## config.mk

```make
export PLATFORM = sky130hd
export DESIGN_NAME = pmfb_queue
export DESIGN_NICKNAME = d
export VERILOG_FILES = /design/src/pmfb_queue.sv
export SDC_FILE = /design/constraint.sdc
export NUM_CORES = 1
export LEC_CHECK = 0
export BUFFER_PORTS_ARGS = -buffer_cell sky130_fd_sc_hd__buf_2
export CORE_MARGIN = 5
export CORE_UTILIZATION = 52
export DETAILED_ROUTE_END_ITERATION = 12
export PLACE_DENSITY_LB_ADDON = 0.25
export SYNTH_ARGS = -nofsm -noshare
export SYNTH_HDL_FRONTEND = slang
export SYNTH_SLANG_ARGS = --single-unit
```

## constraint.sdc

```tcl
create_clock -name clk -period 2.32 [get_ports clk]
set_clock_uncertainty 0.2 [all_clocks]
set_input_delay 0.464 -clock clk [delete_from_list [all_inputs] [get_ports clk]]
set_output_delay 0.464 -clock clk [all_outputs]
set_load 0.05 [all_outputs]
```

## src/pmfb_queue.sv

```systemverilog
// short fifo carrying classified commands from front to back
// no dependencies
`timescale 1ns / 1ps
`default_nettype none

module pmfb_queue #(
	parameter int WIDTH = 8,
	parameter int DEPTH = 2
) (
	input  wire logic             clk,
	input  wire logic             arst_n,
	input  wire logic             push,
	input  wire logic [WIDTH-1:0] push_data,
	output logic                  full,
	input  wire logic             pop,
	output logic      [WIDTH-1:0] pop_data,
	output logic                  not_empty
);

	localparam int PW = (DEPTH > 1) ? $clog2(DEPTH) : 1;
	localparam int CW = $clog2(DEPTH + 1);

	logic [WIDTH-1:0] slot_q [DEPTH];
	logic [PW-1:0]    wr_ptr_q;
	logic [PW-1:0]    rd_ptr_q;
	logic [CW-1:0]    count_q;

	assign full      = (count_q == CW'(DEPTH));
	assign not_empty = (count_q != '0);
	assign pop_data  = slot_q[rd_ptr_q];

	always_ff @(posedge clk) begin
		if (push) begin
			slot_q[wr_ptr_q] <= push_data;
		end
	end

	always_ff @(posedge clk or negedge arst_n) begin
		if (!arst_n) begin
			wr_ptr_q <= '0;
			rd_ptr_q <= '0;
			count_q  <= '0;
		end else begin
			if (push) begin
				wr_ptr_q <= (wr_ptr_q == PW'(DEPTH - 1)) ? '0 : wr_ptr_q + 1'b1;
			end
			if (pop) begin
				rd_ptr_q <= (rd_ptr_q == PW'(DEPTH - 1)) ? '0 : rd_ptr_q + 1'b1;
			end
			unique case ({push, pop})
				2'b10:   count_q <= count_q + 1'b1;
				2'b01:   count_q <= count_q - 1'b1;
				default: count_q <= count_q;
			endcase
		end
	end

	a_no_overflow: assert property (@(posedge clk) disable iff (!arst_n)
		push |-> (!full || pop))
		else $error("command queue overflow");

	a_no_underflow: assert property (@(posedge clk) disable iff (!arst_n)
		pop |-> not_empty)
		else $error("command queue underflow");

endmodule

`default_nettype wire

```

==> run summary <==
The flow ran to the end, and the final reports show no timing, DRC or antenna violations. By count the netlist is led by 16 x sky130_fd_sc_hd__edfxtp_1, 8 x sky130_fd_sc_hd__mux2_2, 4 x sky130_fd_sc_hd__dfrtp_1. After detailed routing, the total wire length is 1.15 mm.

The number of antenna violations at the first check in global routing is 0. Class of the tightest hold or removal check: primary input to flop. Dividing the synthesized area by the synthesized cell count gives 18.6 um^2. Port buffering added 21 buffers. The HPWL after detailed placement is 908 um. The category of the worst setup path capture point was an output port. The run gives 1 as the H-tree depth. The clock latency of the later-clocked register in the worst-skew pair came out at 0.29 ns. Using the TritonRoute via totals, the vias-per-cell ratio works out to 4.90.

The fmax came out at 474 MHz. Root cell of the clock tree: sky130_fd_sc_hd__clkbuf_4. The final-layout fill cell count came out at 105. The leading area contributor after synthesis is sky130_fd_sc_hd__edfxtp_1. In this run the deepest clock path goes through 2 buffers. After detailed placement, the design holds a cell count of 77.

The share of layout cells above drive strength 1 works out to 52.2%. The actual transition at the worst max-transition pin is 0.373 ns. After global routing the overflow that remains totals 0.

The run gives 0 as the number of instances resized during post-cts repair. For the max capacitance violation total, the log shows 0. After clock tree synthesis, the clock-pin slew on the worst setup and hold paths is 0.10 ns. Across all layers, the routed design uses 402 vias.

The tools report the violation count after the first detailed-routing iteration as 1. The max-slew violation count came out at 0. Yosys printed 0 warnings. The tools report the tightest slew margin relative to the limit as 75.1%. The number of nets at the end of the flow was 81. Once detail routing completed, the nets flagged for antenna violations numbered 0. At the worst endpoint, the required time is 1.66 ns. The detailed-route wire length per cell was 14.0 um.

After routing, the total negative slack on setup checks comes to 0 ns. The flip-flop and latch count after synthesis works out to 20. Setup violations remaining at the end of the flow were counted as 0. The number of nets handed over by synthesis was 54. From left edge to right edge, the die measures 48.3 um. After floorplanning, the core was divided into 13 placement rows. The clock period could shrink to 2.11 ns. The tools report the final count of hold timing violations as 0.

Synthesis produced 41 cells. The run gives 891 um^2 as the placed instance area. The fraction of post-synthesis cell area in the top cell type by area works out to 62.8%.

sky130_fd_sc_hd__edfxtp_1 is the most common cell in the netlist. Before CTS, the worst setup slack after placement is 0.530 ns. After synthesis, the netlist uses 12 different library cells. For this design the ratio of total power to cell area is 1350 nW/um^2. The repair_antennas step left the layout with diodes totalling 0. The layout-stage area growth over the synthesis result was 21.3%. Yosys attributes the largest share of cell area to sky130_fd_sc_hd__edfxtp_1 63%, sky130_fd_sc_hd__dfrtp_1 13%, sky130_fd_sc_hd__mux2_2 12%. Once layout is done, the placed cells without fillers occupy 927 um^2. Along the worst path, the maximum fanout reaches 9. After synthesis, the share of flip-flops with an asynchronous set or reset is 20.0%. After detailed routing, the number of remaining DRC violations is 0.

TritonCTS built the clock tree. Across the VDD grid, the largest voltage drop is 0.737 mV. The worst setup path is launched from a flop. The final instance count without filler cells is 82.

The synthesized cell area came out at 764 um^2. For the final weighted congestion in routability-driven placement, the log shows 0.606. Of the available clock period, the critical path in the final layout requires 90.9%. The final worst setup slack is 0.210 ns, and the TritonCTS sink count is 20. The die outline height was 48.3 um. The number of global-route vias before repair is 435, and the number of buffers created by CTS is 3.

During I/O placement, the number of pins put on the boundary was 22. Before antenna repair, the detailed router went through 2 iterations. The first global-routing pass estimated 1.96 mm of wire.

In this run the static leakage power is 0.380 nW. Setup repair after global routing left no endpoint under its margin. Global routing used 10.7% of the available tracks across all layers. For the largest net degree at the start of global routing, the log shows 12.

The path type of the worst setup path was flop to output port. For this run, the register share of the synthesized area comes to 75.9%. The predominant post-synthesis flop cell was sky130_fd_sc_hd__edfxtp_1.

The initial utilization of the core area, before any placement, comes to 56.6%. The tools report the total power consumption of the routed design as 1.25 mW. In this run, synthesis inferred 16 flip-flops with an integrated enable. For the area of the core, the log shows 1350 um^2. For the area of the die, the log shows 2340 um^2. The critical path data arrival time is 1.45 ns.
[cell families (layout without fill, tap and decap cells)]
logic type | after synthesis | in the layout | share of synthesized area (%)
fa+ha+maj | 1 | 1 | 1.64
simple gates | 5 | 5 | 3.77
flops | 20 | 20 | 75.9
xor+xnor | 5 | 5 | 5.73
buf+inv | 2 | 28 | 1.14
mux | 8 | 8 | 11.8
[worst max-delay path: stages, from the launching register on]
cell,delay (ns)
sky130_fd_sc_hd__dfrtp_1,0.57
sky130_fd_sc_hd__mux2_2,0.38
sky130_fd_sc_hd__buf_2,0.21
[report_power, final]
part,switching [mW],internal (mW)
registers,0.0665,0.487
clock network,0.0928,0.0667
logic,0.370,0.171
[cell usage in the layout (no fill, tap or decap)]
master and n:
sky130_fd_sc_hd__and2_1 1, sky130_fd_sc_hd__dlygate4sd3_1 1, sky130_fd_sc_hd__clkbuf_4 3, sky130_fd_sc_hd__xnor2_1 2, sky130_fd_sc_hd__or2_2 1, sky130_fd_sc_hd__inv_1 1, sky130_fd_sc_hd__buf_2 21, sky130_fd_sc_hd__dfrtp_1 4
sky130_fd_sc_hd__mux2_2 8, sky130_fd_sc_hd__and2b_2 1, sky130_fd_sc_hd__ha_1 1, sky130_fd_sc_hd__edfxtp_1 16, sky130_fd_sc_hd__xor2_1 3, sky130_fd_sc_hd__clkbuf_1 1, sky130_fd_sc_hd__nor2_1 2, sky130_fd_sc_hd__buf_4 1
[routing by layer]
| metal | wire, um | share of wire, % | global-route usage [%] |
|---|---|---|---|
| met3 | 84 | 7.3 | 3.67 |
| met2 | 583 | 51 | 17.8 |
| met5 | 0 | 0 | 0 |
| met1 | 479 | 42 | 11.8 |
| met4 | 0 | 0 | 5.53 |
[final timing paths]
| check | start | endpoint | slack, ns | cells past startpoint |
|---|---|---|---|---|
| min reg2reg | count_q[1] | count_q[1] | 0.28 | 1 |
| max | rd_ptr_q | pop_data[2] | 0.21 | 2 |
| max in group asynchronous | arst_n | rd_ptr_q | 1.49 | 2 |
| min | push_data[1] | slot_q[0][1] | 0.15 | 1 |
| max reg2reg | wr_ptr_q | slot_q[0][5] | 1.01 | 2 |
| min in group asynchronous | arst_n | wr_ptr_q | 0.30 | 2 |
[flip-flops by register name, indices dropped and copies added (netlist names)]
register  cells
slot_q       16
count_q       2
rd_ptr_q      1
wr_ptr_q      1
[repair_timing]
item	CTS	global route
buffers inserted	0	0
hold endpoints to repair	4	0
hold buffers	1	0
[metrics by stage]
stage               utilization, %  hold slack (ns)
floorplan                        -          -0.0316
global placement              66.0           0.0696
detailed placement            66.0           0.0749
CTS                           68.7            0.144
global route                  68.7            0.143
finish                        68.7            0.154
[final cells by class]
cell class | count | area (um^2) | area share, %
clock buffers | 4 | 26.3 | 2.83
inverters | 1 | 3.75 | 0.405
multi-input cells | 19 | 175 | 18.9
flip-flops and latches | 20 | 581 | 62.6
well taps | 15 | 18.8 | 2.02
repair buffers | 23 | 123 | 13.2
(Power assumes the default switching activity.)
