<file path="src/pmfb_pkg.sv">
// shared types and constants for the page-organized monochrome framebuffer
// no dependencies; used by pmfb_front, pmfb_back and the top level
`timescale 1ns / 1ps
`default_nettype none

package pmfb_pkg;

	// action codes on the input channel
	localparam logic [1:0] ACT_SET   = 2'd0;
	localparam logic [1:0] ACT_CLEAR = 2'd1;
	localparam logic [1:0] ACT_READ  = 2'd2;

	// configuration register indexes
	localparam int CFG_IDX_W = 1;
	localparam logic [CFG_IDX_W-1:0] REG_PANEL_WIDTH  = 1'b0;
	localparam logic [CFG_IDX_W-1:0] REG_PANEL_HEIGHT = 1'b1;

	// field-driven widths
	localparam int PANEL_W_W   = 8;
	localparam int PANEL_H_W   = 7;
	localparam int PAGES_W     = 4;
	localparam int ADDR_RAW_W  = 11;  // x + page*width, at most 1912
	localparam int CALC_MIN_W  = 12;  // width*pages, at most 3825
	localparam int PIX_BITS    = 8;
	localparam int BIT_SEL_W   = 3;

	// status codes
	localparam logic STAT_DONE   = 1'b0;
	localparam logic STAT_REJECT = 1'b1;

	typedef enum logic [1:0] {
		CMD_SET,
		CMD_CLEAR,
		CMD_READ,
		CMD_REJECT
	} cmd_kind_t;

	typedef struct packed {
		cmd_kind_t              kind;
		logic [BIT_SEL_W-1:0]   bit_sel;
		logic                   pix_on;
	} cmd_t;

	typedef enum logic [2:0] {
		ST_INIT,
		ST_IDLE,
		ST_MODIFY,
		ST_READ,
		ST_CLEAR
	} back_state_t;

endpackage

`default_nettype wire

</file>
<file path="src/pmfb_front.sv">
// front end: accepts actions, range-checks them and computes byte addresses
// depends on pmfb_pkg
`timescale 1ns / 1ps
`default_nettype none

module pmfb_front #(
	parameter int STORE_BYTES = 1024,
	parameter int CALC_W      = 12
) (
	input  wire logic                             in_valid,
	output logic                                  in_ready,
	input  wire logic [1:0]                       action,
	input  wire logic [6:0]                       pix_x,
	input  wire logic [5:0]                       pix_y,
	input  wire logic                             pix_on,
	input  wire logic [9:0]                       byte_index,
	input  wire logic [pmfb_pkg::PANEL_W_W-1:0]   panel_width,
	input  wire logic [pmfb_pkg::PANEL_H_W-1:0]   panel_height,
	input  wire logic                             init_busy,
	input  wire logic                             q_full,
	output logic                                  push,
	output pmfb_pkg::cmd_t                        cmd,
	output logic      [CALC_W-1:0]                cmd_addr
);

	localparam logic [CALC_W-1:0] STORE_LIM = CALC_W'(STORE_BYTES);

	logic [pmfb_pkg::PAGES_W-1:0]    pages;
	logic [2:0]                      page_y;
	logic [pmfb_pkg::CALC_MIN_W-1:0] used_raw;
	logic [CALC_W-1:0]               used;
	logic [pmfb_pkg::ADDR_RAW_W-1:0] addr_raw;
	logic                            set_ok;

	assign in_ready = !q_full && !init_busy;
	assign push     = in_valid && in_ready;

	assign pages  = panel_height[pmfb_pkg::PANEL_H_W-1:3];
	assign page_y = pix_y[5:3];

	// used byte count, capped at the store size
	assign used_raw = pmfb_pkg::CALC_MIN_W'(panel_width) * pmfb_pkg::CALC_MIN_W'(pages);
	assign used     = (CALC_W'(used_raw) > STORE_LIM) ? STORE_LIM : CALC_W'(used_raw);

	assign addr_raw = pmfb_pkg::ADDR_RAW_W'(pix_x)
		+ pmfb_pkg::ADDR_RAW_W'(page_y) * pmfb_pkg::ADDR_RAW_W'(panel_width);

	// partial last page rows count as outside the panel
	assign set_ok = (pmfb_pkg::PANEL_W_W'(pix_x) < panel_width)
		&& (pmfb_pkg::PAGES_W'(page_y) < pages)
		&& (CALC_W'(addr_raw) < STORE_LIM);

	always_comb begin
		cmd.bit_sel = pix_y[2:0];
		cmd.pix_on  = pix_on;
		cmd.kind    = pmfb_pkg::CMD_REJECT;
		cmd_addr    = CALC_W'(byte_index);
		unique case (action)
			pmfb_pkg::ACT_SET: begin
				cmd.kind = set_ok ? pmfb_pkg::CMD_SET : pmfb_pkg::CMD_REJECT;
				cmd_addr = CALC_W'(addr_raw);
			end
			pmfb_pkg::ACT_CLEAR: begin
				cmd.kind = pmfb_pkg::CMD_CLEAR;
				cmd_addr = used;
			end
			pmfb_pkg::ACT_READ: begin
				cmd.kind = (CALC_W'(byte_index) < used) ? pmfb_pkg::CMD_READ
					: pmfb_pkg::CMD_REJECT;
			end
			default: begin
				cmd.kind = pmfb_pkg::CMD_REJECT;
			end
		endcase
	end

endmodule

`default_nettype wire

</file>
<file path="config.mk">
export PLATFORM = sky130hd
export DESIGN_NAME = pmfb_front
export DESIGN_NICKNAME = d
export VERILOG_FILES = /design/src/pmfb_pkg.sv /design/src/pmfb_front.sv
export SDC_FILE = /design/constraint.sdc
export NUM_CORES = 1
export LEC_CHECK = 0
export BUFFER_PORTS_ARGS = -buffer_cell sky130_fd_sc_hd__clkbuf_2
export CORE_MARGIN = 1.5
export CORE_UTILIZATION = 58
export DETAILED_ROUTE_END_ITERATION = 16
export GPL_TIMING_DRIVEN = 0
export PLACE_DENSITY_LB_ADDON = 0.12
export SETUP_SLACK_MARGIN = 0.02
export SYNTH_ARGS = -nofsm -noshare
export SYNTH_HDL_FRONTEND = slang
export SYNTH_SLANG_ARGS = --single-unit
export TNS_END_PERCENT = 100
</file>
<file path="constraint.sdc">
create_clock -name vclk -period 7.66
set_clock_uncertainty 0.1 [all_clocks]
set_input_delay 0.766 -clock vclk [all_inputs]
set_output_delay 0.766 -clock vclk [all_outputs]
set_load 0.02 [all_outputs]
</file>
==> impl_metrics.csv, run 1 <==
group,metric,value,unit
yosys,yosysSeqAreaShare,0,%
sta,fin_crit_sh,89.6,%
clock_network,cts_resized,0,
finish,n_sequential_cell,0,
power,power.density,125,mW/mm²
die,die_y,70.5,µm
sta,setup_viol,0,
yosys,yosys_warnings,0,
yosys,syn_nets,483,
power,switching_share,59.0,%
worst_setup_path,critPathCaptureType,"primary output",
routing,dr.pass1.iters,4,
finish,drive_gt1_share,15.5,%
clock_network,post_cts_buffers,0,
power,total_power,372,µW
yosys,synth.top_cell.area_share,23.2,%
die,initial_core_util,60.6,%
place,port_buffers,53,
power,power_switching,219,µW
worst_setup_path,crit_arrival,6000,ps
sta,drv_slew,0,
grt,antenna_found_initial,0,
routing,wl_met2,3030,µm
worst_setup_path,path_max_fanout,7,
sta,min_period,6860,ps
power,internal_power,153,µW
outcome,status,"finished, final reports clean",
worst_setup_path,cp.depth,25,
routing,wire_per_inst,14.0,µm
grt,grt_pass1_wl,11100,µm
routing,drtIter0Drc,116,
sta,hold_viol,0,
power,power.clock.fraction,0,%
worst_setup_path,cp-start-kind,"primary input",
sta,fmax,146,MHz
grt,grt_pass1_vias,2464,
routing,wl_met3,438,µm
finish,antenna_cells,0,
routing,routed_via_density,5.66,
yosys,synthCells,366,
routing,wl_met1,3020,µm
sta,fin_setup_tns,0,ps
routing,route.detailed.drc,0,
power,p_leak,0.00165,µW
grt,gr-total-overflow,0,
die,dieArea,0.00496,mm²
finish,seqCellArea,0,µm²
worst_setup_path,slowest_delay,530,ps
die,std_cell_rows,24,
worst_hold_path,min_path_type,"in -> out",
yosys,synth_most_common_cell,"inv_1",
routing,ant_nets,0,
finish,utilization,68.2,%
finish,area_delta_synth_final,12.5,%
yosys,post-synth-top-area-cell,"ha_1",
grt,grt_usage,27.0,%
worst_setup_path,critPathKind,"in -> out",
yosys,synth_area_leaders,"ha_1 (23%), fa_1 (18%), inv_1 (7.5%)",
die,core_area,0.00435,mm²
power,vdd_drop_max,0.0000768,V
job,max_cap_violations,0,
die,die_x,70.5,µm
grt,grt_max_degree,11,
yosys,ys_types,50,
worst_setup_path,slowest_stage,"fa_1",
sta,slew_headroom,63.6,%
worst_setup_path,crit_buf_inv,6,
yosys,netlist_area,0.00264,mm²
sta,rsz0062_at_grt,"no",
place,dp_hpwl,5770,µm
finish,nClkBuffers,0,
power,pwr-share-seq,0,%
worst_hold_path,min_delay_path_depth,2,
power,p_comb_share,100.0,%
yosys,avgSynthCellArea,7.21,µm²
place,gp_congestion,0.933,
clock_network,ctsHoldBuffers,0,
worst_setup_path,required,6790,ps
finish,fin_nets,538,
sta,tightest_slew,543,ps
yosys,synth_common_cells,"inv_1 (53), nand2_1 (52), ha_1 (49), nor2_1 (29), fa_1 (24)",
routing,routed_wl,6620,µm
die,io_pins,64,
routing,num_vias,2668,
routing,highest_layer,"met4",
worst_setup_path,cpLargestDelayFamily,"compound AO/OA/AOI/OAI gates",
through the flow:
stage	cells	hold slack (ps)	instance area [µm²]	worst slack [ps]
after CTS	471	1660	2970	824
final	471	1660	2970	798
after global placement	471	1660	2970	938
after floorplan	366	1510	2640	1550
after global routing	471	1660	2970	400
after detailed placement	471	1660	2970	832
layout make-up:
class | count | area (µm²)
Buffer | 13 | 82.6
Multi-Input combinational cell | 300 | 2360
Timing Repair Buffer | 53 | 265
Fill cell | 401 | 1390
Tap cell | 52 | 65.1
Inverter | 53 | 199
path summary, 6_finish.rpt:
path | from | endpoint | slack [ps]
max | panel_width[3] | cmd[4] | 800
min | pix_y[2] | cmd[3] | 1660
power groups by stage:
stage	clock, µW	sequential [µW]	combinational, µW
final	0	0	372
after global routing	0	0	418
after detailed placement	0	0	368
after floorplan	0	0	274
after CTS	0	0	371
after global placement	0	0	361
routing by layer:
metal,global-route usage [%],up-vias
met2,45.8,110
met3,0.577,11
met1,39.0,1206
li1,-,1341
met4,4.27,0
met5,0,-
cell usage in the layout, fill, tap and decap left out, drive strengths merged, types with 4 or more instances in the layout:
cell type / instances
nand3: 4
a21oi: 22
xor2: 5
nor2: 29
fa: 24
ha: 49
or3: 4
clkbuf: 58
o21a: 5
and2: 21
inv: 53
o21ai: 22
buf: 8
nor3: 4
a21o: 6
xnor2: 7
a31oi: 4
nand2: 52
logic make-up (layout without fill, tap and decap cells):
| group | Yosys count | count (layout) | share of synthesized area, % |
|---|---|---|---|
| and+or+nand+nor | 131 | 131 | 23.8 |
| AOI/OAI and AO/OA | 83 | 83 | 20.0 |
| buffers and inverters | 66 | 119 | 10.7 |
| xor gates and xnor gates | 12 | 12 | 3.98 |
| adders and majority gates | 73 | 73 | 41.4 |
| other | 1 | 1 | 0.142 |
Power figures use the tool's default switching activity.
==> run 2: changes to the inputs <==
--- a/config.mk
+++ b/config.mk
@@ -10,7 +10,7 @@
 export CORE_UTILIZATION = 58
 export DETAILED_ROUTE_END_ITERATION = 16
 export GPL_TIMING_DRIVEN = 0
-export PLACE_DENSITY_LB_ADDON = 0.12
+export PLACE_DENSITY = 0.84
 export SETUP_SLACK_MARGIN = 0.02
 export SYNTH_ARGS = -nofsm -noshare
 export SYNTH_HDL_FRONTEND = slang
==> run 2 against run 1 <==
  * First-iteration DRC count up 130%
  * Final area stayed put
  * Hold slack gained 0.57 ps
  * Critical path depth unchanged
  * Routed wire length up 3.3%
  * Die area did not move
  * Via count is 3.8% higher
  * Largest cell class unchanged
  * Core utilization is the same
  * Global-route usage rose by 1.6 points
  * Flip-flop and latch count unchanged
  * Combinational power is 2% higher
  * Total power increased by 1.8%
  * Critical path type unchanged
==> impl_metrics.csv, run 2 (synthesis results as in run 1) <==
group,metric,value,unit
clock_network,cts_resized,0,
sta,drv_slew,0,
worst_hold_path,min_path_type,"in -> out",
sta,tightest_slew,500,ps
routing,wl_met2,3180,µm
place,post-place-ws,947,ps
clock_network,ctsHoldBuffers,0,
routing,num_vias,2769,
worst_setup_path,crit_buf_inv,6,
sta,setup_viol,0,
power,p_leak,0.00165,µW
routing,route.detailed.drc,0,
worst_setup_path,cp-start-kind,"primary input",
routing,highest_layer,"met4",
sta,slew_headroom,66.2,%
die,std_cell_rows,24,
worst_setup_path,slowest_stage,"fa_1",
grt,grt_max_degree,11,
grt,gr-total-overflow,0,
finish,layout.cells.non_filler,471,
place,dp.cells,471,
die,dieArea,0.00496,mm²
worst_setup_path,cp.depth,25,
place,gp_congestion,0.975,
sta,hold_viol,0,
finish,antenna_cells,0,
sta,rsz0062_at_grt,"no",
routing,dr.pass1.iters,5,
sta,fin_setup_tns,0,ps
worst_setup_path,critPathCaptureType,"primary output",
power,power.density,128,mW/mm²
place,dp_hpwl,5980,µm
finish,drive_gt1_share,15.5,%
worst_setup_path,required,6790,ps
routing,wl_met1,2970,µm
job,max_cap_violations,0,
routing,drtIter0Drc,263,
grt,grt_pass1_wl,11700,µm
clock_network,post_cts_buffers,0,
die,io_pins,64,
outcome,status,"finished, final reports clean",
sta,hold_slack,1660,ps
die,initial_core_util,60.6,%
worst_hold_path,min_from,"pix_y[0]",
routing,routed_via_density,5.88,
finish,seqCellArea,0,µm²
worst_hold_path,min_to,"cmd[1]",
routing,routed_wl,6840,µm
place,port_buffers,53,
finish,fin_nets,538,
sta,fin_crit_sh,87.7,%
finish,utilization,68.2,%
routing,ant_nets,0,
sta,fin_ws,942,ps
worst_setup_path,slowest_delay,540,ps
die,die_x,70.5,µm
worst_setup_path,crit_arrival,5850,ps
sta,fmax,149,MHz
finish,layout_common_cells,"inv_1 (53), clkbuf_2 (53), nand2_1 (52)",
worst_setup_path,critPathKind,"in -> out",
worst_hold_path,min_delay_path_depth,2,
routing,wl_met3,576,µm
finish,area_delta_synth_final,12.5,%
power,vdd_drop_max,0.0000993,V
sta,min_period,6720,ps
die,die_y,70.5,µm
grt,grt_pass1_vias,2654,
grt,antenna_found_initial,0,
die,core_area,0.00435,mm²
routing,wire_per_inst,14.5,µm
grt,grt_usage,28.5,%
finish,nClkBuffers,0,
worst_setup_path,cpLargestDelayFamily,"adder cells",
finish,n_sequential_cell,0,
worst_setup_path,path_max_fanout,7,
[run 2: cell counts in the layout (fill, tap and decap cells not counted)]
No cell type changed its count.
[run 2: where the power goes]
part           switching, µW  leakage [µW]  internal [µW]
sequential                 0             0              0
combinational            224       0.00165            155
clock                      0             0              0
[run 2: routing by layer]
| layer | GRT usage, % | up-vias |
|---|---|---|
| li1 | - | 1340 |
| met1 | 40.6 | 1275 |
| met2 | 48.0 | 144 |
| met3 | 2.45 | 10 |
| met4 | 4.27 | 0 |
| met5 | 0 | - |
[run 2: worst max path at each step]
stage | from | end | slack, ps
floorplan | panel_width[3] | cmd[4] | 1550
global placement | panel_width[3] | cmd[4] | 1050
detailed placement | panel_height[5] | cmd[4] | 950
CTS | panel_height[5] | cmd[4] | 940
global route | panel_height[5] | cmd[4] | 620
finish | panel_width[3] | cmd[4] | 940
[run 2: cell type report]
cell class                 count  area (µm²)
buffer                        13        82.6
fill                         379        1390
inverter                      53         199
multi-input combinational    300        2360
tap                           52        65.1
timing repair buffer          53         265
[run 2: through the flow]
stage	area [µm²]	power [µW]
3_3_place_gp	2970	359
5_1_grt	2970	423
2_1_floorplan	2640	274
6_report	2970	379
4_1_cts	2970	375
3_5_place_dp	2970	372
==> run 3: changes to the inputs <==
--- a/config.mk
+++ b/config.mk
@@ -9,6 +9,7 @@
 export CORE_MARGIN = 1.5
 export CORE_UTILIZATION = 58
 export DETAILED_ROUTE_END_ITERATION = 16
+export GPL_ROUTABILITY_DRIVEN = 0
 export GPL_TIMING_DRIVEN = 0
 export PLACE_DENSITY = 0.84
 export SETUP_SLACK_MARGIN = 0.02
==> constraint.sdc (replaced) <==
create_clock -name vclk -period 7.66
set_clock_uncertainty 0.1 [all_clocks]
set_input_delay 1.149 -clock vclk [all_inputs]
set_output_delay 1.149 -clock vclk [all_outputs]
set_load 0.02 [all_outputs]
==> run 3 against run 2 <==
  * Routed wire length is 1.2% higher
  * Largest cell class unchanged
  * Sequential share of layout area stayed put
  * Largest power group unchanged
  * Die area stayed put
  * Final cell count is 0.21% higher
==> impl_metrics.csv, run 3 (synthesis results as in run 1) <==
group,metric,value,unit
sta,fin_setup_tns,0,ps
die,core_area,0.00435,mm²
clock_network,ctsHoldBuffers,0,
sta,min_period,7400,ps
power,power_switching,232,µW
die,die_y,70.5,µm
worst_setup_path,cp-start-kind,"primary input",
worst_hold_path,min_path_type,"in -> out",
grt,grt_max_degree,11,
worst_hold_path,min_to,"cmd[3]",
power,p_leak,0.00166,µW
power,switching_share,59.4,%
grt,gr-total-overflow,0,
die,initial_core_util,60.6,%
finish,multi_input_area,0.00239,mm²
routing,num_vias,2745,
worst_setup_path,slowest_stage,"or4b_1",
worst_hold_path,min_delay_path_depth,2,
power,power.density,130,mW/mm²
worst_setup_path,critPathCaptureType,"primary output",
sta,fmax,135,MHz
finish,fill_cells,382,
power,internal_power,158,µW
worst_setup_path,slowest_delay,560,ps
grt,grt_pass1_wl,12200,µm
sta,rsz0062_at_grt,"no",
grt,antenna_found_initial,0,
worst_setup_path,crit_buf_inv,6,
routing,dr.pass1.iters,4,
worst_setup_path,critPathKind,"in -> out",
grt,grt_use_met2,47.6,%
routing,routed_wl,6920,µm
die,std_cell_rows,24,
worst_setup_path,cpLargestDelayFamily,"adder cells",
routing,route.detailed.drc,0,
finish,fin_nets,539,
sta,hold_slack,2420,ps
finish,area_delta_synth_final,14.2,%
worst_setup_path,crit_arrival,6150,ps
sta,drv_slew,0,
finish,drive_gt1_share,16.7,%
place,dp_hpwl,5920,µm
sta,hold_viol,0,
die,dieArea,0.00496,mm²
routing,routed_via_density,5.82,
worst_setup_path,cp.depth,24,
worst_setup_path,required,6410,ps
place,port_buffers,53,
sta,slew_headroom,55.2,%
worst_setup_path,path_max_fanout,10,
grt,busiest_layer,"met2",
finish,antenna_cells,0,
grt,use_met3,1.88,%
finish,nClkBuffers,0,
die,io_pins,64,
finish,final_common_cell,"clkbuf_2",
outcome,status,"finished, final reports clean",
routing,ant_nets,0,
finish,n_sequential_cell,0,
routing,wire_per_inst,14.7,µm
grt,grt_use_met1,42.7,%
worst_setup_path,path_cells,"clkbuf_2 -> and2_1 -> fa_1 -> inv_1 -> fa_1 -> inv_1 -> ha_1 -> buf_6 -> a21oi_2 -> nand2_1 -> o2111a_1 -> or4b_1 -> nand3_1 -> buf_6 -> nand2_1 -> ha_1 -> a21o_1 -> a21o_1 -> a21oi_1 -> nor2b_1 -> o31a_1 -> o211ai_1 -> o211ai_1 -> clkbuf_2",
power,power.clock.fraction,0,%
grt,grt_usage,29.3,%
sta,fin_crit_sh,96.5,%
die,die_x,70.5,µm
job,max_cap_violations,0,
grt,grt_pass1_vias,2716,
sta,setup_viol,0,
worst_hold_path,min_from,"pix_y[2]",
finish,seqCellArea,0,µm²
sta,tightest_slew,667,ps
routing,drtIter0Drc,192,
power,vdd_drop_max,0.000114,V
power,pwr-share-seq,0,%
power,p_comb_share,100.0,%
finish,layout_common_cells,"clkbuf_2 (53), nand2_1 (52), inv_1 (51)",
## run 3: cell count changes in the layout (fill, tap and decap cells not counted), sizes merged
cell | previous run | this run
buf | 8 | 9
## run 3: worst max path at each step
stage / end / start
after detailed placement: cmd[4] / panel_width[3]
after CTS: cmd[4] / panel_width[3]
after global placement: cmd[4] / panel_width[3]
after floorplan: cmd[4] / panel_width[3]
final: cmd[4] / panel_width[3]
after global routing: cmd[4] / panel_width[3]
## run 3: per-stage QoR
| stage | total power [µW] | cells | setup WS (ps) | instance area, µm² | util [%] |
|---|---|---|---|---|---|
| floorplan | 274 | 366 | 782 | 2640 | - |
| global placement | 358 | 471 | 297 | 2970 | 68.2 |
| detailed placement | 371 | 471 | 204 | 2970 | 68.2 |
| CTS | 374 | 471 | 190 | 2970 | 68.2 |
| global route | 436 | 472 | 28.1 | 3010 | 69.2 |
| finish | 390 | 472 | 265 | 3010 | 69.2 |
## run 3: repair_timing
item                                    4_1_cts  5_1_grt
endpoints found under the setup margin        0        1
buffers inserted                              0        1
gates resized for setup                       0        8
## run 3: cell type report
type,count,share of cell area (%)
repair buffers,54,9.05
plain buffers,13,2.87
multi-input cells,300,79.3
inverters,53,6.60
well taps,52,2.16
## run 3: power groups by stage
| stage | combinational, µW | sequential (µW) | clock (µW) |
|---|---|---|---|
| 2_1_floorplan | 274 | 0 | 0 |
| 3_3_place_gp | 358 | 0 | 0 |
| 3_5_place_dp | 371 | 0 | 0 |
| 4_1_cts | 374 | 0 | 0 |
| 5_1_grt | 436 | 0 | 0 |
| 6_report | 390 | 0 | 0 |
## run 3: metal layers
layer / vias to the layer above / wire length (µm)
li1: 1340 / -
met1: 1293 / 3220
met2: 102 / 3160
met3: 10 / 413
met4: 0 / 125
met5: - / 0
